## config.mk

```make
export PLATFORM = sky130hd
export DESIGN_NAME = sjc_fifo
export DESIGN_NICKNAME = d
export VERILOG_FILES = /design/src/hdl/sjc_pkg.sv /design/src/hdl/sjc_fifo.sv
export SDC_FILE = /design/constraint.sdc
export NUM_CORES = 1
export LEC_CHECK = 0
export BUFFER_PORTS_ARGS = -buffer_cell sky130_fd_sc_hd__buf_4
export CORE_MARGIN = 1.5
export CORE_UTILIZATION = 56
export CTS_CLUSTER_DIAMETER = 30
export DETAILED_ROUTE_END_ITERATION = 16
export PLACE_DENSITY = 0.85
export SLEW_MARGIN = 20
export SYNTH_ARGS = -nofsm -noshare
export SYNTH_HDL_FRONTEND = slang
export SYNTH_SLANG_ARGS = --single-unit
```

## constraint.sdc

```tcl
create_clock -name clk -period 16.6 [get_ports clk]
set_input_delay 2.49 -clock clk [delete_from_list [all_inputs] [get_ports clk]]
set_output_delay 2.49 -clock clk [all_outputs]
set_load 0.02 [all_outputs]
```

## src/hdl/sjc_pkg.sv

```systemverilog
// Shared types, codes and helper functions of the splice junction counter.
// No dependencies; imported by every module of the block.
package sjc_pkg;

    localparam int KEY_W = 84;   // {chrom, start, stop, orient}

    localparam logic [1:0] KIND_HEADER = 2'd0;
    localparam logic [1:0] KIND_OP     = 2'd1;
    localparam logic [1:0] KIND_READ   = 2'd2;

    localparam logic [2:0] ST_READ_OK     = 3'd0;
    localparam logic [2:0] ST_READ_FILT   = 3'd1;
    localparam logic [2:0] ST_NO_JUNC     = 3'd2;
    localparam logic [2:0] ST_INSERTED    = 3'd3;
    localparam logic [2:0] ST_COUNTED     = 3'd4;
    localparam logic [2:0] ST_FULL_DROP   = 3'd5;
    localparam logic [2:0] ST_ENTRY_VALID = 3'd6;
    localparam logic [2:0] ST_ENTRY_EMPTY = 3'd7;

    localparam logic [3:0] OP_M  = 4'd0;
    localparam logic [3:0] OP_D  = 4'd2;
    localparam logic [3:0] OP_N  = 4'd3;
    localparam logic [3:0] OP_EQ = 4'd7;
    localparam logic [3:0] OP_X  = 4'd8;

    localparam logic [31:0] MAX32 = 32'hFFFF_FFFF;

    typedef enum logic [1:0] {
        CMD_PASS,
        CMD_JUNC,
        CMD_READ
    } cmd_kind_t;

    typedef struct packed {
        cmd_kind_t   kind;
        logic [2:0]  status;
        logic [15:0] chrom;
        logic [31:0] start;
        logic [31:0] stop;
        logic [3:0]  orient;
        logic [7:0]  idx;
    } sjc_cmd_t;

    typedef enum logic [1:0] {
        B_IDLE,
        B_CMP,
        B_UPD
    } back_state_t;

    function automatic logic [31:0] add_sat(input logic [31:0] a, input logic [31:0] b);
        logic [32:0] s;
        s = {1'b0, a} + {1'b0, b};
        return s[32] ? MAX32 : s[31:0];
    endfunction

    function automatic logic [3:0] pair_code(input logic [11:0] flags,
                                             input logic        same_chrom,
                                             input logic        first);
        logic r1, rev, mrev;
        logic [3:0] code;
        r1   = flags[6];
        rev  = flags[4];
        mrev = flags[5];
        if (!(flags[6] || flags[7]) || !same_chrom) begin
            code = 4'd0;
        end else if (r1) begin
            if (first) code = rev ? (mrev ? 4'd5 : 4'd7) : (mrev ? 4'd1 : 4'd3);
            else       code = rev ? (mrev ? 4'd6 : 4'd2) : (mrev ? 4'd8 : 4'd4);
        end else begin
            if (first) code = rev ? (mrev ? 4'd6 : 4'd8) : (mrev ? 4'd2 : 4'd4);
            else       code = rev ? (mrev ? 4'd5 : 4'd1) : (mrev ? 4'd7 : 4'd3);
        end
        return code;
    endfunction

endpackage

```

## src/hdl/sjc_fifo.sv

```systemverilog
// Two-entry command queue between the front end and the table back end.
// Uses sjc_pkg for the command type.
module sjc_fifo
    import sjc_pkg::*;
(
    input  logic     clk,
    input  logic     rst_n,
    input  logic     push,
    input  sjc_cmd_t wdata,
    input  logic     pop,
    output sjc_cmd_t rdata,
    output logic     full,
    output logic     empty
);

    sjc_cmd_t   mem [2];
    logic       wptr_reg;
    logic       rptr_reg;
    logic [1:0] count_reg;

    assign full  = (count_reg == 2'd2);
    assign empty = (count_reg == 2'd0);
    assign rdata = mem[rptr_reg];

    always_ff @(posedge clk)
    begin
        if (push) begin
            mem[wptr_reg] <= wdata;
        end
    end

    always_ff @(posedge clk or negedge rst_n)
    begin
        if (!rst_n) begin
            wptr_reg  <= 1'b0;
            rptr_reg  <= 1'b0;
            count_reg <= 2'd0;
        end else begin
            if (push) wptr_reg <= ~wptr_reg;
            if (pop)  rptr_reg <= ~rptr_reg;
            count_reg <= count_reg + {1'b0, push} - {1'b0, pop};
        end
    end

endmodule

```

Yosys cells after proc, flatten, opt, wreduce, memory -nomap -nowiden

Memory sizes are Yosys's and may differ from the RTL's.
Index checks and enable logic that the tools add are counted.

Register bits after elaboration: 4
RAM bits: 194
Output and inout port bits: 99
Logic and storage cells: 12
Memories: 1

$add $sub $neg: 2
Eq/ne operators: 1
Muxes and demuxes: 2
Bitwise gates (word level): 2
Reduce and logical (&&, ||, !) cells: 1

Memories:

| memory | depth | width | rd ports | clocked after Yosys merged registers in | wr ports | RTL line       | source |
|---|---|---|---|---|---|---|---|
| mem    | 2     | 97    | 1        | 0                                       | 1        | sjc_fifo.sv:16 | `sjc_cmd_t mem [2];` |

Operator list:

| kind                                        | number |
|---|---|
| 2-bit by 1-bit adder with 2-bit output      | 1 |
| 2-bit equality test (second input constant) | 1 |
| 2-bit logical NOT                           | 1 |
| 1-bit 2-to-1 mux                            | 2 |
| 1-bit NOT                                   | 2 |
| 2-bit by 1-bit subtractor with 2-bit output | 1 |

Logic depth before layout (Yosys ltp)

Depth in word-level cells: 2
Mapped depth: 5
Mapped depth without buffers: 5

Worst setup path before layout

OpenSTA, ideal clock, no wires.

Kind: in2reg
Start point: input push
End point: memory mem[0][0] in the netlist's numbering, enable pin
Setup time: 0.565 ns
Arrival: 6.714 ns
Data required time: 16.035 ns
Setup slack: 9.321 ns
Stages: 1
Buffers on the path: 0
Cell sequence: nor2b_1

Word-level cells in the longest chain between the ends: 2

Ends and longest elaborated chain:

| element                                | RTL line       | source |
|---|---|---|
| start, declared                        | sjc_fifo.sv:8  | `input logic push,` |
| 1-bit 2-to-1 mux                       | sjc_fifo.sv:27 | `if (push) begin` |
| 1-bit 2-to-1 mux (not written as such) | sjc_fifo.sv:28 | `mem[wptr_reg] <= wdata;` |
| end, declared                          | sjc_fifo.sv:16 |  |

Every way passes these cells.

==> metrics.md <==
| Metric | Value |
|---|---|
| Net count after synthesis | 420 |
| Switching Fraction | 30.5% |
| CTS tree | built |
| Inst Count DP | 681 |
| HP Class | flip-flop to flip-flop |
| Hold path cells | 1 |
| Syn avg cell area | 22.9 um^2 |
| R2r worst-path depth | 3 |
| Max Cap Viol | 0 |
| Sequential Power Share | 42.9% |
| R2R Path Start | wptr_reg$_DFFE_PN0P_ |
| Total gr overflow | 0 |
| Final hold vios | 0 |
| GRT Overall Usage | 19.5% |
| CTS clock-pin slew for the worst setup and hold paths | 60 ps |
| Max Slew Vio Count | 0 |
| Die height | 117 um |
| Vias in the first global route | 3835 |
| Fin crit period | 5130 ps |
| Clock Skew | 3.99 ps |
| N_diodes | 0 |
| Simple logic cell fraction of the synthesized area | 0.310% |
| Die width | 117 um |
| Pwr Density | 173 nW/um^2 |
| Final setup margin | 11470 ps |
| Min Hold Slack | 562 ps |
| P_int | 1.14 mW |
| Final setup fails | 0 |
| Fin nets | 631 |
| Cells after synthesis | 317 |
| RSZ-0062 raised after global routing | no |
| CTS max path bufs | 2 |
| NetSw | 0.499 mW |
| Crit end category | output port |
| Post-route DRC | 0 |
| Run status | complete, no violations |
| Area Growth Syn to Fin | 29.9% |
| Area of the core | 12600 um^2 |
| Initial antenna violation count | 0 |
| Dpl ws | 11920 ps |
| XOR/XNOR share of the synthesized area | 0.568% |
| Largest net degree at the start of global routing | 70 |
| Site row count | 41 |
| Pwr Total | 1.64 mW |
| Type of the worst setup path | flip-flop to output port |
| Netlist cell types | 13 |
| Top Ports | 200 |
| RR Endpoint | mem[0][35]$_DFFE_PP_ |
| Clk Latency, worst-skew pair | 420 ps |
| Commonest non-fill, non-tap cells in the layout | buf_4, edfxtp_1, mux2_2, mux2_4, clkbuf_16 |
| DP HPWL | 8540 um |
| Max reg flops | 194 |
| Detailed-route wire length per cell | 18.6 um |
| CTS Sinks | 198 |
| First-pass GRT wire length | 19200 um |
| Drt pass-1 iters | 4 |
| IO buf count | 199 |
| Crit-path max cell delay | 820 ps |
| Vias per Instance | 5.09 |
| Worst setup SP type | flip-flop |
| Multiplexer area fraction after synthesis | 16.1% |
| CTS Buf Count | 17 |
| Adder-cell share of the synthesized area | 0.344% |
| Post-Layout Cell Count | 709 |
| Slowest CP cell | buf_4 |
| Cts repair resizes | 0 |
| Synth Area in Compound Gates | 0% |
| Worst hold path endpoint | wptr_reg$_DFFE_PN0P_ |
| Post-DRT Antenna Nets | 0 |
| Worst Tran Pin Value | 1040 ps |
| Largest family of logic cells by synthesized area | multiplexers |
| Final WL | 13200 um |
| Gp weighted congestion | 0.722 |
| Cell leakage power | 3.62 nW |
| Cell mode on critical path | buf_4 |
| Ys Warns | 0 |
| Hold Startpoint | wptr_reg$_DFFE_PN0P_ |
| Sequential share of the synthesized area | 81.5% |
| DR iter-0 viols | 202 |
| Starting Density | 57.6% |
| Comb power frac | 35.3% |
| Cts hold-fix bufs | 0 |
| Worst reg-to-reg setup slack | 14430 ps |
| Flops & latches, synth | 198 |
| Postcts setup bufs | 0 |
| Clk pwr share | 21.8% |
| CTS root buf | clkbuf_16 |
| FMAX | 195 MHz |
| Req. time, crit path | 14110 ps |
| Commonest non-fill, non-tap cell in the layout | buf_4 |
| Setup TNS | 0 ps |
| Synth Cell Area | 7270 um^2 |
| CP arrival | 2640 ps |
| Max IR drop VDD | 0.113 mV |
| Worst setup startpoint | rptr_reg$_DFFE_PN0P_ |
| Cells along the critical path | buf_4 > mux2_2 > buf_4 |
| Vias | 3610 |
| Fillers | 763 |
| Rel. slew slack | 30.7% |
| Crit-path max FO | 69 |
| Ratio of cells with drive above 1 in the final layout | 60.5% |
| Final period util | 30.9% |
| Die ar. | 13700 um^2 |
| CTS H-tree depth | 4 |
-- how the worst max path moves through the flow --
| stage | end | depth (start not counted) |
|---|---|---|
| 6_report | rdata[23] | 3 |
| 5_1_grt | rdata[23] | 3 |
| 4_1_cts | rdata[45] | 3 |
| 3_5_place_dp | rdata[45] | 3 |
| 3_3_place_gp | rdata[45] | 3 |
| 2_1_floorplan | mem[0][0]$_DFFE_PP_ | 1 |
-- worst max-delay path, delay by kind of cell, from the launching register on --
| kind | cells | cell delay, ps |
|---|---|---|
| buffers and inverters | 2 | 980 |
| muxes | 1 | 440 |
| DFF | 1 | 680 |
-- power by group through the flow --
stage               sequential [mW]  clock [mW]  combinational [mW]
CTS                           0.704       0.364               0.586
finish                        0.702       0.357               0.577
floorplan                     0.701           0               0.380
global route                  0.712       0.382               0.613
detailed placement            0.713           0               0.582
global placement              0.706           0               0.572
-- layer usage --
layer | wire length (um) | track usage (%)
met1 | 4960 | 22.2
met2 | 6710 | 32.2
met3 | 1200 | 7.88
met4 | 302 | 9.48
met5 | 0 | 0
-- cell families (layout without fill, tap and decap cells) --
group | count (synthesis) | count (layout)
and+or+nand+nor | 4 | 4
buffers and inverters | 13 | 233
xor gates and xnor gates | 3 | 3
DFF | 198 | 198
muxes | 97 | 97
adders and majority gates | 2 | 2
-- stage by stage --
stage,instance area (um^2),utilization (%)
3_5_place_dp,8940,70.9
5_1_grt,9440,74.8
2_1_floorplan,7270,-
3_3_place_gp,8940,70.9
6_report,9440,74.8
4_1_cts,9440,74.8
-- final cells by class --
type	instances	area, um^2	area share, %
Tap cell	172	215	2.28
Sequential cell	198	5930	62.8
Inverter	2	7.51	0.0795
Clock inverter	7	60.1	0.636
Timing Repair Buffer	203	1520	16.1
Clock buffer	21	440	4.66
Multi-Input combinational cell	106	1270	13.4
-- Yosys cell counts --
| library cell | number | area, um^2 |
|---|---|---|
| mux2_2 | 77 | 867 |
| buf_2 | 7 | 35.0 |
| buf_6 | 4 | 45.0 |
| ha_1 | 2 | 25.0 |
| nor2b_1 | 2 | 12.5 |
| xor3_1 | 1 | 23.8 |
| dfrtp_1 | 4 | 100 |
| and2_1 | 1 | 6.26 |
| edfxtp_1 | 194 | 5830 |
| inv_1 | 2 | 7.51 |
| xor2_1 | 2 | 17.5 |
| nor2_1 | 1 | 3.75 |
| mux2_4 | 20 | 300 |
Power figures use the tool's default switching activity.
