### src/hdl/sjc_pkg.sv
// Shared types, codes and helper functions of the splice junction counter.
// No dependencies; imported by every module of the block.
package sjc_pkg;

    localparam int KEY_W = 84;   // {chrom, start, stop, orient}

    localparam logic [1:0] KIND_HEADER = 2'd0;
    localparam logic [1:0] KIND_OP     = 2'd1;
    localparam logic [1:0] KIND_READ   = 2'd2;

    localparam logic [2:0] ST_READ_OK     = 3'd0;
    localparam logic [2:0] ST_READ_FILT   = 3'd1;
    localparam logic [2:0] ST_NO_JUNC     = 3'd2;
    localparam logic [2:0] ST_INSERTED    = 3'd3;
    localparam logic [2:0] ST_COUNTED     = 3'd4;
    localparam logic [2:0] ST_FULL_DROP   = 3'd5;
    localparam logic [2:0] ST_ENTRY_VALID = 3'd6;
    localparam logic [2:0] ST_ENTRY_EMPTY = 3'd7;

    localparam logic [3:0] OP_M  = 4'd0;
    localparam logic [3:0] OP_D  = 4'd2;
    localparam logic [3:0] OP_N  = 4'd3;
    localparam logic [3:0] OP_EQ = 4'd7;
    localparam logic [3:0] OP_X  = 4'd8;

    localparam logic [31:0] MAX32 = 32'hFFFF_FFFF;

    typedef enum logic [1:0] {
        CMD_PASS,
        CMD_JUNC,
        CMD_READ
    } cmd_kind_t;

    typedef struct packed {
        cmd_kind_t   kind;
        logic [2:0]  status;
        logic [15:0] chrom;
        logic [31:0] start;
        logic [31:0] stop;
        logic [3:0]  orient;
        logic [7:0]  idx;
    } sjc_cmd_t;

    typedef enum logic [1:0] {
        B_IDLE,
        B_CMP,
        B_UPD
    } back_state_t;

    function automatic logic [31:0] add_sat(input logic [31:0] a, input logic [31:0] b);
        logic [32:0] s;
        s = {1'b0, a} + {1'b0, b};
        return s[32] ? MAX32 : s[31:0];
    endfunction

    function automatic logic [3:0] pair_code(input logic [11:0] flags,
                                             input logic        same_chrom,
                                             input logic        first);
        logic r1, rev, mrev;
        logic [3:0] code;
        r1   = flags[6];
        rev  = flags[4];
        mrev = flags[5];
        if (!(flags[6] || flags[7]) || !same_chrom) begin
            code = 4'd0;
        end else if (r1) begin
            if (first) code = rev ? (mrev ? 4'd5 : 4'd7) : (mrev ? 4'd1 : 4'd3);
            else       code = rev ? (mrev ? 4'd6 : 4'd2) : (mrev ? 4'd8 : 4'd4);
        end else begin
            if (first) code = rev ? (mrev ? 4'd6 : 4'd8) : (mrev ? 4'd2 : 4'd4);
            else       code = rev ? (mrev ? 4'd5 : 4'd1) : (mrev ? 4'd7 : 4'd3);
        end
        return code;
    endfunction

endpackage

### src/hdl/sjc_front.sv
// Front end: config register, read filtering, orientation and cursor tracking.
// Turns each input transaction into one command for the back end. Uses sjc_pkg.
module sjc_front
    import sjc_pkg::*;
(
    input  logic        clk,
    input  logic        rst_n,
    input  logic        cfg_wr_en,
    input  logic [7:0]  cfg_wr_data,
    input  logic        accept,
    input  logic [1:0]  kind,
    input  logic [11:0] flags,
    input  logic [15:0] chrom,
    input  logic [15:0] mate_chrom,
    input  logic [31:0] position,
    input  logic [31:0] mate_position,
    input  logic [7:0]  map_quality,
    input  logic [3:0]  op_code,
    input  logic [27:0] op_length,
    input  logic [7:0]  entry_index,
    output sjc_cmd_t    cmd
);

    logic [7:0]  min_q_reg;
    logic        active_reg, active_next;
    logic [31:0] cursor_reg, cursor_next;
    logic [15:0] rchrom_reg, rchrom_next;
    logic [3:0]  rorient_reg, rorient_next;

    logic        consumes;
    logic [31:0] after;
    logic [31:0] hdr_cursor;
    logic [3:0]  hdr_orient;

    always_comb
    begin
        consumes   = (op_code == OP_M) || (op_code == OP_D) || (op_code == OP_N) ||
                     (op_code == OP_EQ) || (op_code == OP_X);
        after      = consumes ? add_sat(cursor_reg, {4'd0, op_length}) : cursor_reg;
        hdr_cursor = add_sat(position, 32'd1);
        hdr_orient = pair_code(flags, chrom == mate_chrom, position < mate_position);

        active_next  = active_reg;
        cursor_next  = cursor_reg;
        rchrom_next  = rchrom_reg;
        rorient_next = rorient_reg;

        cmd        = '0;
        cmd.kind   = CMD_PASS;
        cmd.status = ST_ENTRY_EMPTY;
        cmd.idx    = entry_index;

        case (kind)
            KIND_HEADER:
            begin
                if (map_quality < min_q_reg || flags[8]) begin
                    active_next = 1'b0;
                    cmd.status  = ST_READ_FILT;
                end else begin
                    active_next  = 1'b1;
                    cursor_next  = hdr_cursor;
                    rchrom_next  = chrom;
                    rorient_next = hdr_orient;
                    cmd.status   = ST_READ_OK;
                    cmd.chrom    = chrom;
                    cmd.start    = hdr_cursor;
                    cmd.orient   = hdr_orient;
                end
            end
            KIND_OP:
            begin
                cmd.status = ST_NO_JUNC;
                if (active_reg) begin
                    cursor_next = after;
                    if (op_code == OP_N) begin
                        cmd.kind   = CMD_JUNC;
                        cmd.chrom  = rchrom_reg;
                        cmd.start  = cursor_reg;
                        cmd.stop   = after;
                        cmd.orient = rorient_reg;
                    end
                end
            end
            KIND_READ:
            begin
                cmd.kind = CMD_READ;
            end
            default:
            begin
                cmd.status = ST_ENTRY_EMPTY;
            end
        endcase
    end

    always_ff @(posedge clk or negedge rst_n)
    begin
        if (!rst_n) begin
            min_q_reg   <= 8'd20;
            active_reg  <= 1'b0;
            cursor_reg  <= '0;
            rchrom_reg  <= '0;
            rorient_reg <= '0;
        end else begin
            if (cfg_wr_en) begin
                min_q_reg <= cfg_wr_data;
            end
            if (accept) begin
                active_reg  <= active_next;
                cursor_reg  <= cursor_next;
                rchrom_reg  <= rchrom_next;
                rorient_reg <= rorient_next;
            end
        end
    end

endmodule

### config.mk
export PLATFORM = sky130hd
export DESIGN_NAME = sjc_front
export DESIGN_NICKNAME = d
export VERILOG_FILES = /design/src/hdl/sjc_pkg.sv /design/src/hdl/sjc_front.sv
export SDC_FILE = /design/constraint.sdc
export NUM_CORES = 1
export LEC_CHECK = 0
export ABC_AREA = 1
export BUFFER_PORTS_ARGS = -buffer_cell sky130_fd_sc_hd__buf_2
export CAP_MARGIN = 20
export CORE_ASPECT_RATIO = 0.7
export CORE_UTILIZATION = 38
export DETAILED_ROUTE_END_ITERATION = 10
export PLACE_DENSITY_LB_ADDON = 0.1
export REMOVE_ABC_BUFFERS = 1
export SYNTH_ARGS = -nofsm -noshare
export SYNTH_HDL_FRONTEND = slang
export SYNTH_SLANG_ARGS = --single-unit
export TNS_END_PERCENT = 1
### constraint.sdc
create_clock -name clk -period 2.6 [get_ports clk]
set_input_delay 0.13 -clock clk [delete_from_list [all_inputs] [get_ports clk]]
set_output_delay 0.13 -clock clk [all_outputs]
set_load 0.005 [all_outputs]
== Word-level counts from Yosys, hierarchy flattened ==
Cells that the tools add are included.

* Bits in registers: 61
* Input bits: 170
* Word-level logic and storage cells: 69

* Add/subtract/negate cells: 2
* Magnitude comparators: 2
* Equality and inequality tests: 9
* Multiplexer cells: 35
* Bitwise operators: 1
* Reductions and logical operators: 15

{| class="wikitable"
|+ Operators with widths
! cell !! count
|-
| $mux 32 || 6
|-
| $mux 84 || 2
|-
| $pmux 48 s2 || 1
|-
| $pmux 32 s2 || 1
|-
| $mux 48 || 1
|-
| $mux 4 || 9
|-
| $add 32x1->33 const B || 1
|-
| $add 32x28->33 || 1
|-
| $lt 32x32->1 || 1
|-
| $mux 3 || 6
|-
| $eq 16x16->1 || 1
|-
| $eq 4x2->1 const B || 2
|-
| $lt 8x8->1 || 1
|-
| $pmux 4 s2 || 1
|-
| $logic_or 1x1->1 || 7
|-
| $mux 2 || 3
|-
| $pmux 3 s2 || 1
|-
| $eq 4x3->1 const B || 1
|-
| $eq 4x4->1 const B || 1
|-
| $logic_not 4->1 || 1
|-
| $ne 2x2->1 const B || 2
|-
| $pmux 2 s2 || 1
|-
| $reduce_and 4->1 || 1
|-
| $mux 1 || 3
|-
| other kinds (8) || 9
|}

== Depth between registers and ports, before layout ==
Gate-level depths: netlist of run 1.

* Depth in word-level cells: 9
* Mapped depth: 17

== Least setup slack after synthesis of run 1 ==
OpenSTA, ideal clock, no wires.

* Kind: reg2reg
* Start: register cursor_reg[0]
* End: register cursor_reg[15]
* Library setup time: 0.118 ns
* Arrival time: 2.177 ns
* Required time: 2.482 ns
* Path slack: 0.305 ns
* Cell stages (with the launch flop): 16
* Path buffers: 1
* Clock period less this slack: 2.295 ns
* Cell sequence: dfrtp_1 > ha_1 > fa_1 > nand2_1 > nand3_1 > nand3_2 > nand2_2 > nand2_2 > nand2_2 > a21oi_4 > nand2_4 > buf_6 > o21ai_2 > nand2_1 > nand3_1 > nand2_1

* Cells in the longest elaborated chain, start to end: 5

{| class="wikitable"
|+ Ends and longest elaborated chain
! element !! RTL line !! source
|-
| from (decl) || sjc_front.sv:26 || <nowiki>logic [31:0] cursor_reg, cursor_next;</nowiki>
|-
| from (signal assigned) || sjc_front.sv:109 || <nowiki>cursor_reg <= cursor_next;</nowiki>
|-
| $add 32x28->33 || sjc_pkg.sv:52 || <nowiki>s = {1'b0, a} + {1'b0, b};</nowiki>
|-
| $mux 32 || sjc_pkg.sv:53 || <nowiki>return s[32] ? MAX32 : s[31:0];</nowiki>
|-
| $mux 32 || sjc_front.sv:39 || <nowiki>after = consumes ? add_sat(cursor_reg, {4'd0, op_length}) : cursor_reg;</nowiki>
|-
| $mux 32 || sjc_front.sv:73 || <nowiki>if (active_reg) begin</nowiki>
|-
| $pmux 32 s2 || sjc_front.sv:53 || <nowiki>case (kind)</nowiki>
|}

No other way between the ends. The select of a mux whose other input is x is not followed.
A chain may end at the register's enable or synchronous reset.

==> results.toml, run 1 <==
[cells_and_area]
drive_gt1_share_pct = 25.5
syn_to_final_growth_pct = 30.2
stdcell_count = 2042
antenna_cells = 0
layout_common_cells = "nand2_1 (480), buf_2 (243), inv_1 (232)"
utilization_pct = 51.2
n_fill_cell = 2355
finalNetCount = 1996
final_common_cell = "nand2_1"
largest_register_ffs = 32

[global_route]
top_usage_layer = "met1"
grt_pass1_vias = 9429
grt.met2_usage_pct = 39.3
grtUsageMet3_pct = 6.90
grt_max_degree = 57
grt_usage_pct = 28.6
grt.overflow.total = 0
met1_usage_pct = 44.9
grt_antenna_before_repair = 0
grt_pass1_wl_um = 51400

[run_status]
status = "finished, violations left"
violations = "negative setup slack"

[logic_synthesis]
synth-seq-area-share_pct = 17.7
ys_ff_latch = 61
ys_warn_count = 0
syn_area_um2 = 8640
syn_avg_cell_area_um2 = 5.76
ys_types = 45
synthCells = 1499

[detailed_routing]
vias = 10558
firstDrtPassIters = 5
wl_per_cell_um = 16.6
route.detailed.drc = 0
vias_per_cell = 5.17
dr.first_iter.drc_count = 959
route.final.wire_length_um = 33900
postRouteAntennaNets = 0

[setup_path]
endpoint_kind = "primary output"
worstSetupPathType = "reg2out"
cp.arrival_ns = 2.68
crit_fanout = 8
crit_required_ns = 2.47
worst_setup_path_start_kind = "flip-flop"

[timing]
finalCritPeriodShare_pct = 108
max_slew_margin_pct = 34.6
rsz0062_at_grt = "yes"
worstMarginPinSlew_ns = 0.979
setup_ws_ns = -0.214
fin_crit_ns = 2.81
finalSetupTns_ns = -4.12
finalSetupViolCount = 32
max_freq_ghz = 0.355
finClkSkew_ns = 0.00617
hold_ws_ns = 0.0163
slew_violations = 0
hold_violations = 0

[clock_network]
cts_inserted_buffers = 9
path_clk_slew_ns = 0.05
cts_tree = "built"
cts_root_buf = "clkbuf_16"
htreeDepth = 3
clockBufferDepth = 2
clk_latency_ns = 0.34
clock-sinks = 61

[floorplanning]
initial_core_util_pct = 39.3
dieArea_um2 = 23300
fp-row-count = 45
io_pins = 267
core_um2 = 22000
fp.dieH_um = 128
die_w_um = 182

[run]
cap_violations = 0

[power_and_ir_drop]
vdd.ir_drop.worst_v = 0.000274
powerDensity_nw_per_um2 = 526
p_leak_nw = 6.37

[placement]
dp_cells = 2010
routabilityCongestion = 0.972
dpl.hpwl_um = 27400
preCtsSetupSlack_ns = 0.00735
io_buffers = 243

[min_path]
hp-class = "in2reg"
synthesized netlist by cell type:
master     number  share of area [%]
o21ai_1        14               0.81
nand3_2         2               0.23
or3_1           1              0.072
inv_1         234                 10
or2_2          24                1.7
fa_1            1               0.23
buf_1           4               0.17
nor4_1          5               0.36
nor3_1         25                1.4
nand4_1        46                3.3
buf_6           5               0.65
nor2_4          3               0.39
inv_2           7               0.30
nor3_2          1               0.12
dfrtp_1        59                 17
nor2_2          5               0.36
buf_2           8               0.46
or2_1           2               0.14
o21a_1          2               0.17
o21ai_0        98                5.7
o21bai_1        3               0.26
nand2_4         1               0.13
nand2_2         7               0.51
a21oi_1        45                2.6
buf_4           9               0.78
and3_1          1              0.072
a22o_1          3               0.30
nand3_1       134                7.8
nor4b_1         1               0.10
a21o_1          5               0.43
ha_1           69                 10
o22ai_2         4               0.58
nand3b_1        5               0.43
o2111ai_1       1               0.10
o21ai_2         9               0.91
clkbuf_1       23                1.0
a21oi_4         2               0.38
nand2_1       493                 21
nor2_1        104                4.5
a21oi_2         2               0.20
xnor2_1         7               0.71
dfstp_2         2               0.61
and2_1          1              0.072
xor2_1         19                1.9
a31oi_1         3               0.22
cell families after synthesis:
group / count (synthesis) / synth area share [%]
xor gates and xnor gates: 26 / 2.64
AOI/OAI and AO/OA: 191 / 12.7
DFF: 61 / 17.7
adders and majority gates: 70 / 10.2
buffers and inverters: 290 / 13.5
and+or+nand+nor: 861 / 43.2
cell type report:
type	count	area [um^2]	share of cell area [%]
Inverter	241	907	8.06
Multi-Input combinational cell	1148	6460	57.4
Clock inverter	5	75.1	0.667
Timing Repair Buffer	295	1690	15.0
Sequential cell	61	1530	13.6
Tap cell	282	353	3.14
Clock buffer	10	239	2.12
final timing paths:
path / from / endpoint / slack [ns] / cells after the start
min in group asynchronous: rst_n / cursor_reg[22] / 0.39 / 2
max in group asynchronous: rst_n / min_q_reg[4] / 1.47 / 3
worst max-delay path: cursor_reg[0] / cmd[33] / -0.21 / 14
worst max register to register: cursor_reg[0] / cursor_reg[21] / 0.07 / 16
worst min-delay path: cfg_wr_data[1] / min_q_reg[1] / 0.02 / 3
worst min register to register: rorient_reg[2] / rorient_reg[2] / 0.48 / 2
metrics by stage:
stage,area [um^2],power (mW)
floorplan,8370,3.14
global placement,10200,4.09
detailed placement,10200,4.11
CTS,11100,5.76
global route,11200,6.35
finish,11200,5.91
per-layer routing:
layer  vias to the layer above  wire length (um)
met3                        27              2920
met1                      4779             17400
met4                         0               337
li1                       5310                 -
met5                         -                 0
met2                       442             13300
where the power goes:
part           switching, mW  internal, mW  total (mW)
clock                  0.454         0.854        1.31
combinational           1.97          1.24        3.22
sequential             0.222          1.17        1.39
timing repair:
| item | in CTS | in global routing |
|---|---|---|
| resized for setup | 64 | 36 |
| hold buffers | 5 | 0 |
| buffers inserted | 10 | 2 |
| endpoints found under the hold margin | 32 | 0 |
| pin swaps | 10 | 9 |
| endpoints found under the setup margin | 44 | 58 |
critical path: stages, from the launching register on:
cell     delay (ns)
dfrtp_1        0.39
ha_2           0.20
fa_2           0.35
nand2_2        0.07
nand3_2        0.07
nand3_2        0.10
nand2_4        0.07
nand2_4        0.07
nand2_4        0.07
a21oi_4        0.22
nand2_8        0.12
buf_12         0.19
o21ai_4        0.19
nor2_1         0.06
buf_2          0.17
Power figures use the tool's default switching activity.
==> run 2: changes to the inputs <==
ABC_AREA = default   (was 1)
==> run 2 against run 1 <==
  * The flow still finishes with violations (negative setup slack)
  * Total power grew 15%
  * Via count shrank 27%
  * Sequential share of layout area grew 1.7 points
  * Largest cell class unchanged
==> results.toml, run 2 <==
[power_and_ir_drop]
p_leak_nw = 5.05
p_total_mw = 6.78
vdd.ir_drop.worst_v = 0.000358
powerDensity_nw_per_um2 = 679

[detailed_routing]
dr.first_iter.drc_count = 545
route.final.wire_length_um = 25000
vias = 7740
postRouteAntennaNets = 0
vias_per_cell = 5.35
wl_per_cell_um = 17.3
route.detailed.drc = 0
firstDrtPassIters = 5

[clock_network]
path_clk_slew_ns = 0.06
clk_latency_ns = 0.35
cts_tree = "built"
cts_inserted_buffers = 9
htreeDepth = 3
clockBufferDepth = 2
cts_root_buf = "clkbuf_16"
clock-sinks = 61

[cells_and_area]
multiInputGateArea_um2 = 5350
layout_common_cells = "buf_2 (243), buf_4 (111), nand2_1 (90)"
design_area_um2 = 9990
largest_register_ffs = 32
final_common_cell = "buf_2"
final-seq-area_um2 = 1530
finalNetCount = 1445
antenna_cells = 0
syn_to_final_growth_pct = 42.0
stdcell_count = 1446
drive_gt1_share_pct = 38.9
n_fill_cell = 1738

[logic_synthesis]
ys_ff_latch = 61
async_flop_share_pct = 100
synth_common_cells = "a21oi_1 (95), nand2_1 (90), ha_1 (69), dfrtp_1 (59), inv_1 (58)"
yosysMostFrequentCell = "a21oi_1"
synthTopCellsByArea = "dfrtp_1 (21%), ha_1 (12%), a21oi_1 (6.8%)"
synth_area_leader_cell = "dfrtp_1"
synth-seq-area-share_pct = 21.7
yosysTopAreaCellShare_pct = 21.0
syn_area_um2 = 7030
synth-edff-count = 0
synth-main-ff-cell = "dfrtp_1"
ys_warn_count = 0
ys_types = 76
syn_avg_cell_area_um2 = 8.08
synthCells = 871

[placement]
io_buffers = 243
routabilityCongestion = 0.917
placed_area_um2 = 9210
dpl.hpwl_um = 19900
dp_cells = 1414

[setup_path]
r2r_slack_ns = -0.20
regToRegStartpoint = "cursor_reg[0]"
r2r_cells = 16
crit_required_ns = 2.47
crit_fanout = 3
worstReg2RegEnd = "cursor_reg[24]"
worstSetupPathType = "reg2out"
cp.arrival_ns = 2.94
endpoint_kind = "primary output"
worst_setup_path_start_kind = "flip-flop"

[timing]
hold_violations = 0
finalSetupTns_ns = -15.60
max_freq_ghz = 0.326
finClkSkew_ns = 0.00987
rsz0062_at_grt = "yes"
worstMarginPinSlew_ns = 0.744
max_slew_margin_pct = 50.0
finalCritPeriodShare_pct = 118
setup_ws_ns = -0.470
fin_crit_ns = 3.07
slew_violations = 0
finalSetupViolCount = 105

[min_path]
holdCritStartpoint = "cfg_wr_data[5]"
hold_depth = 3
hp-class = "in2reg"
whs_endpoint = "min_q_reg[5]"

[run_status]
status = "finished, violations left"
violations = "negative setup slack"

[floorplanning]
core_um2 = 18100
io_pins = 267
die_w_um = 165
dieArea_um2 = 19100
fp.dieH_um = 116
fp-row-count = 41
initial_core_util_pct = 39.0

[global_route]
grt.overflow.total = 0
grt_max_degree = 34
grt_antenna_before_repair = 0
grt_usage_pct = 26.0
grt_pass1_wl_um = 38200
grt_pass1_vias = 7039

[run]
cap_violations = 0
[run 2: cell families after synthesis]
logic type               share of synthesized area, %
AND/OR/NAND/NOR                                  17.7
adder cells (fa/ha/maj)                          12.6
flip-flops                                       21.7
multiplexers                                     3.29
XOR/XNOR                                         8.47
buffers and inverters                            6.56
AO/OA/AOI/OAI                                    29.7
[run 2: layer usage]
metal / global-route usage (%) / up-vias / part of all wire [%]
met5: 0 / - / 0
met4: 5.63 / 0 / 0.87
met3: 5.73 / 18 / 7.6
met2: 36.8 / 284 / 41
met1: 39.6 / 3565 / 51
li1: - / 3873 / -
[run 2: how the worst max path moves through the flow]
stage	startpoint	end	slack (ns)	depth (start not counted)
final	cursor_reg[1]	cmd[35]	-0.47	12
after global routing	cursor_reg[0]	cmd[38]	-0.64	13
after CTS	cursor_reg[6]	cmd[43]	-0.50	12
after detailed placement	cursor_reg[0]	cmd[34]	-0.19	13
after global placement	min_q_reg[4]	cmd[9]	-0.15	12
after floorplan	min_q_reg[4]	rchrom_reg[0]	-1.65	8
[run 2: worst max-delay path, stage by stage (launching register included)]
cell and delay, ns:
dfrtp_1 0.41, ha_4 0.23, a211o_1 0.25, o211ai_1 0.17, a211oi_2 0.13, o211ai_1 0.31, a31oi_4 0.16, buf_6 0.16
a21o_1 0.17, a211o_1 0.26, nand3_2 0.11, a21oi_1 0.07, buf_2 0.16
[run 2: area by class of cell]
cell class              instances  area share [%]
clock buffers                  10            2.39
clock inverters                 6           0.864
inverters                      59            2.22
multi-input cells             704            53.5
flip-flops and latches         61            15.3
well taps                     236            2.96
repair buffers                370            22.8
[run 2: timing repair]
| action | 4_1_cts | 5_1_grt |
|---|---|---|
| endpoints found under the setup margin | 130 | 116 |
| hold buffers | 5 | 0 |
| pin swaps | 34 | 39 |
| setup buffers | 7 | 4 |
| gates resized for setup | 36 | 33 |
| endpoints found under the hold margin | 27 | 0 |
[run 2: per-stage QoR]
stage / util, % / hold WS, ns / setup slack, ns
2_1_floorplan: - / -0.166 / -1.65
3_3_place_gp: 51.0 / 0.162 / -0.145
3_5_place_dp: 51.0 / 0.169 / -0.193
4_1_cts: 54.3 / 0.00120 / -0.501
5_1_grt: 55.3 / 0.0270 / -0.635
6_report: 55.3 / 0.0000279 / -0.470
[run 2: report_power, final]
part,total (mW),switching (mW),internal [mW]
registers,1.44,0.219,1.22
clock network,1.35,0.485,0.864
logic,3.99,2.01,1.98
==> run 3: changes to the inputs <==
clock period = 2.7 ns   (was 2.6 ns; I/O delays follow)
==> run 3 against run 2 <==
  * The flow still finishes with violations (negative setup slack)
  * Sequential share of layout area increased by 0.30 points
  * Routed wire length is 0.96% lower
  * Global-route usage down 0.20 points
  * Setup slack better by 0.078 ns
  * Clock power increased by 5%
  * Clock skew increased by 0.0043 ns
  * Sequential power decreased by 3%
  * Die area unchanged
  * Final cell count down 1.4%
  * Non-clock buffer count down 20
  * Critical path type unchanged
==> results.toml, run 3 (synthesis gave the netlist of run 2 again) <==
[timing]
max_freq_ghz = 0.323
finalSetupViolCount = 45
finalSetupTns_ns = -8.93
fin_crit_ns = 3.09
worstMarginPinSlew_ns = 0.573
setup_ws_ns = -0.392
slew_violations = 0
max_slew_margin_pct = 61.8
finClkSkew_ns = 0.0142
rsz0062_at_grt = "yes"
finalCritPeriodShare_pct = 115
hold_ws_ns = 0.0110
hold_violations = 0

[power_and_ir_drop]
pwr-share-comb_pct = 56.2
p_total_mw = 6.45
p_sw_mw = 2.52
p_leak_nw = 4.96
sw_frac_of_total_pct = 39.1
clkPwrFrac_pct = 22.0
powerDensity_nw_per_um2 = 658
pwr-share-seq_pct = 21.8
vdd.ir_drop.worst_v = 0.000316
internal-power_mw = 3.93

[run_status]
status = "finished, violations left"
violations = "negative setup slack"

[detailed_routing]
vias = 7635
postRouteAntennaNets = 0
firstDrtPassIters = 5
route.detailed.drc = 0
vias_per_cell = 5.35
dr.first_iter.drc_count = 560
wl_per_cell_um = 17.4
route.final.wire_length_um = 24800

[global_route]
grt_max_degree = 53
met1_usage_pct = 39.3
grt_pass1_vias = 7012
grtUsageMet3_pct = 5.19
grt.met2_usage_pct = 36.6
grt_antenna_before_repair = 0
grt_usage_pct = 25.8
grt_pass1_wl_um = 37700
top_usage_layer = "met1"
grt.overflow.total = 0

[min_path]
hold_depth = 3
hp-class = "in2reg"

[floorplanning]
fp-row-count = 41
dieArea_um2 = 19100
initial_core_util_pct = 39.0
fp.dieH_um = 116
core_um2 = 18100
io_pins = 267
die_w_um = 165

[setup_path]
crit_required_ns = 2.57
endpoint_kind = "primary output"
regToRegStartpoint = "cursor_reg[0]"
r2r_cells = 17
r2r_slack_ns = -0.34
worstSetupPathType = "reg2out"
worstReg2RegEnd = "cursor_reg[22]"
crit_fanout = 4
worst_setup_path_start_kind = "flip-flop"
critPathLaunch = "cursor_reg[0]"
cp.arrival_ns = 2.96
crit_end = "cmd[34]"

[cells_and_area]
n_fill_cell = 1774
final_common_cell = "buf_2"
layout_common_cells = "buf_2 (243), buf_4 (93), nand2_1 (90)"
drive_gt1_share_pct = 37.2
finalNetCount = 1425
syn_to_final_growth_pct = 39.3
antenna_cells = 0
final-seq-area_um2 = 1530
multiInputGateArea_um2 = 5270
stdcell_count = 1426
largest_register_ffs = 32

[clock_network]
clk_latency_ns = 0.35
clockBufferDepth = 2
cts_inserted_buffers = 9
clock-sinks = 61
cts_tree = "built"
cts_root_buf = "clkbuf_16"
path_clk_slew_ns = 0.05
htreeDepth = 3

[placement]
dpl.hpwl_um = 19700
routabilityCongestion = 0.928
dp_cells = 1399
io_buffers = 243

[run]
cap_violations = 0
-- run 3: final cells by class --
class	count	share of cell area (%)
clock buffers	13	2.76
clock inverters	3	0.920
inverters	59	2.26
multi-input cells	704	53.8
flip-flops and latches	61	15.6
well taps	236	3.01
repair buffers	350	21.7
-- run 3: how the worst min path moves through the flow --
| stage | slack [ns] | from | end |
|---|---|---|---|
| 2_1_floorplan | -0.16 | rst_n | active_reg |
| 3_5_place_dp | 0.16 | rst_n | rchrom_reg[5] |
| 5_1_grt | 0.01 | cfg_wr_data[0] | min_q_reg[0] |
| 6_report | 0.01 | cfg_wr_data[4] | min_q_reg[4] |
| 3_3_place_gp | 0.16 | rst_n | rchrom_reg[5] |
| 4_1_cts | 0.004 | cfg_wr_data[7] | min_q_reg[7] |
-- run 3: timing repair --
item	CTS	global route
endpoints found under the hold margin	24	0
pin swaps	24	33
endpoints found under the setup margin	129	114
setup buffers	7	1
hold buffers	3	0
resized for setup	27	29
-- run 3: routing by layer --
metal  wire (um)  vias up
li1            -     3823
met1       12900     3510
met2       10100      282
met3        1550       20
met4         308        0
met5           0        -
-- run 3: worst max-delay path, cell delays in order, from the launching register on --
cell and delay [ns]:
dfrtp_1 0.41, ha_4 0.19, fa_2 0.34, a21o_1 0.20, a21oi_2 0.11, buf_4 0.14
o21a_1 0.17, o21ai_4 0.08, a31oi_1 0.17, o21bai_1 0.12, a21oi_1 0.18, xor2_1 0.26
a21oi_1 0.10, buf_2 0.15
-- run 3: per-stage QoR --
| step | instance area, um^2 | util, % | setup WS, ns |
|---|---|---|---|
| floorplan | 6790 | - | -1.55 |
| global placement | 9090 | 50.4 | -0.106 |
| detailed placement | 9090 | 50.4 | -0.171 |
| CTS | 9670 | 53.5 | -0.392 |
| global route | 9800 | 54.3 | -0.585 |
| finish | 9800 | 54.3 | -0.392 |
-- run 3: power by group through the flow --
stage               combinational (mW)  clock, mW  sequential, mW
floorplan                         1.91          0            1.34
global placement                  3.23          0            1.40
detailed placement                3.22          0            1.40
CTS                               3.46       1.45            1.40
global route                      3.95       1.48            1.44
finish                            3.62       1.42            1.40
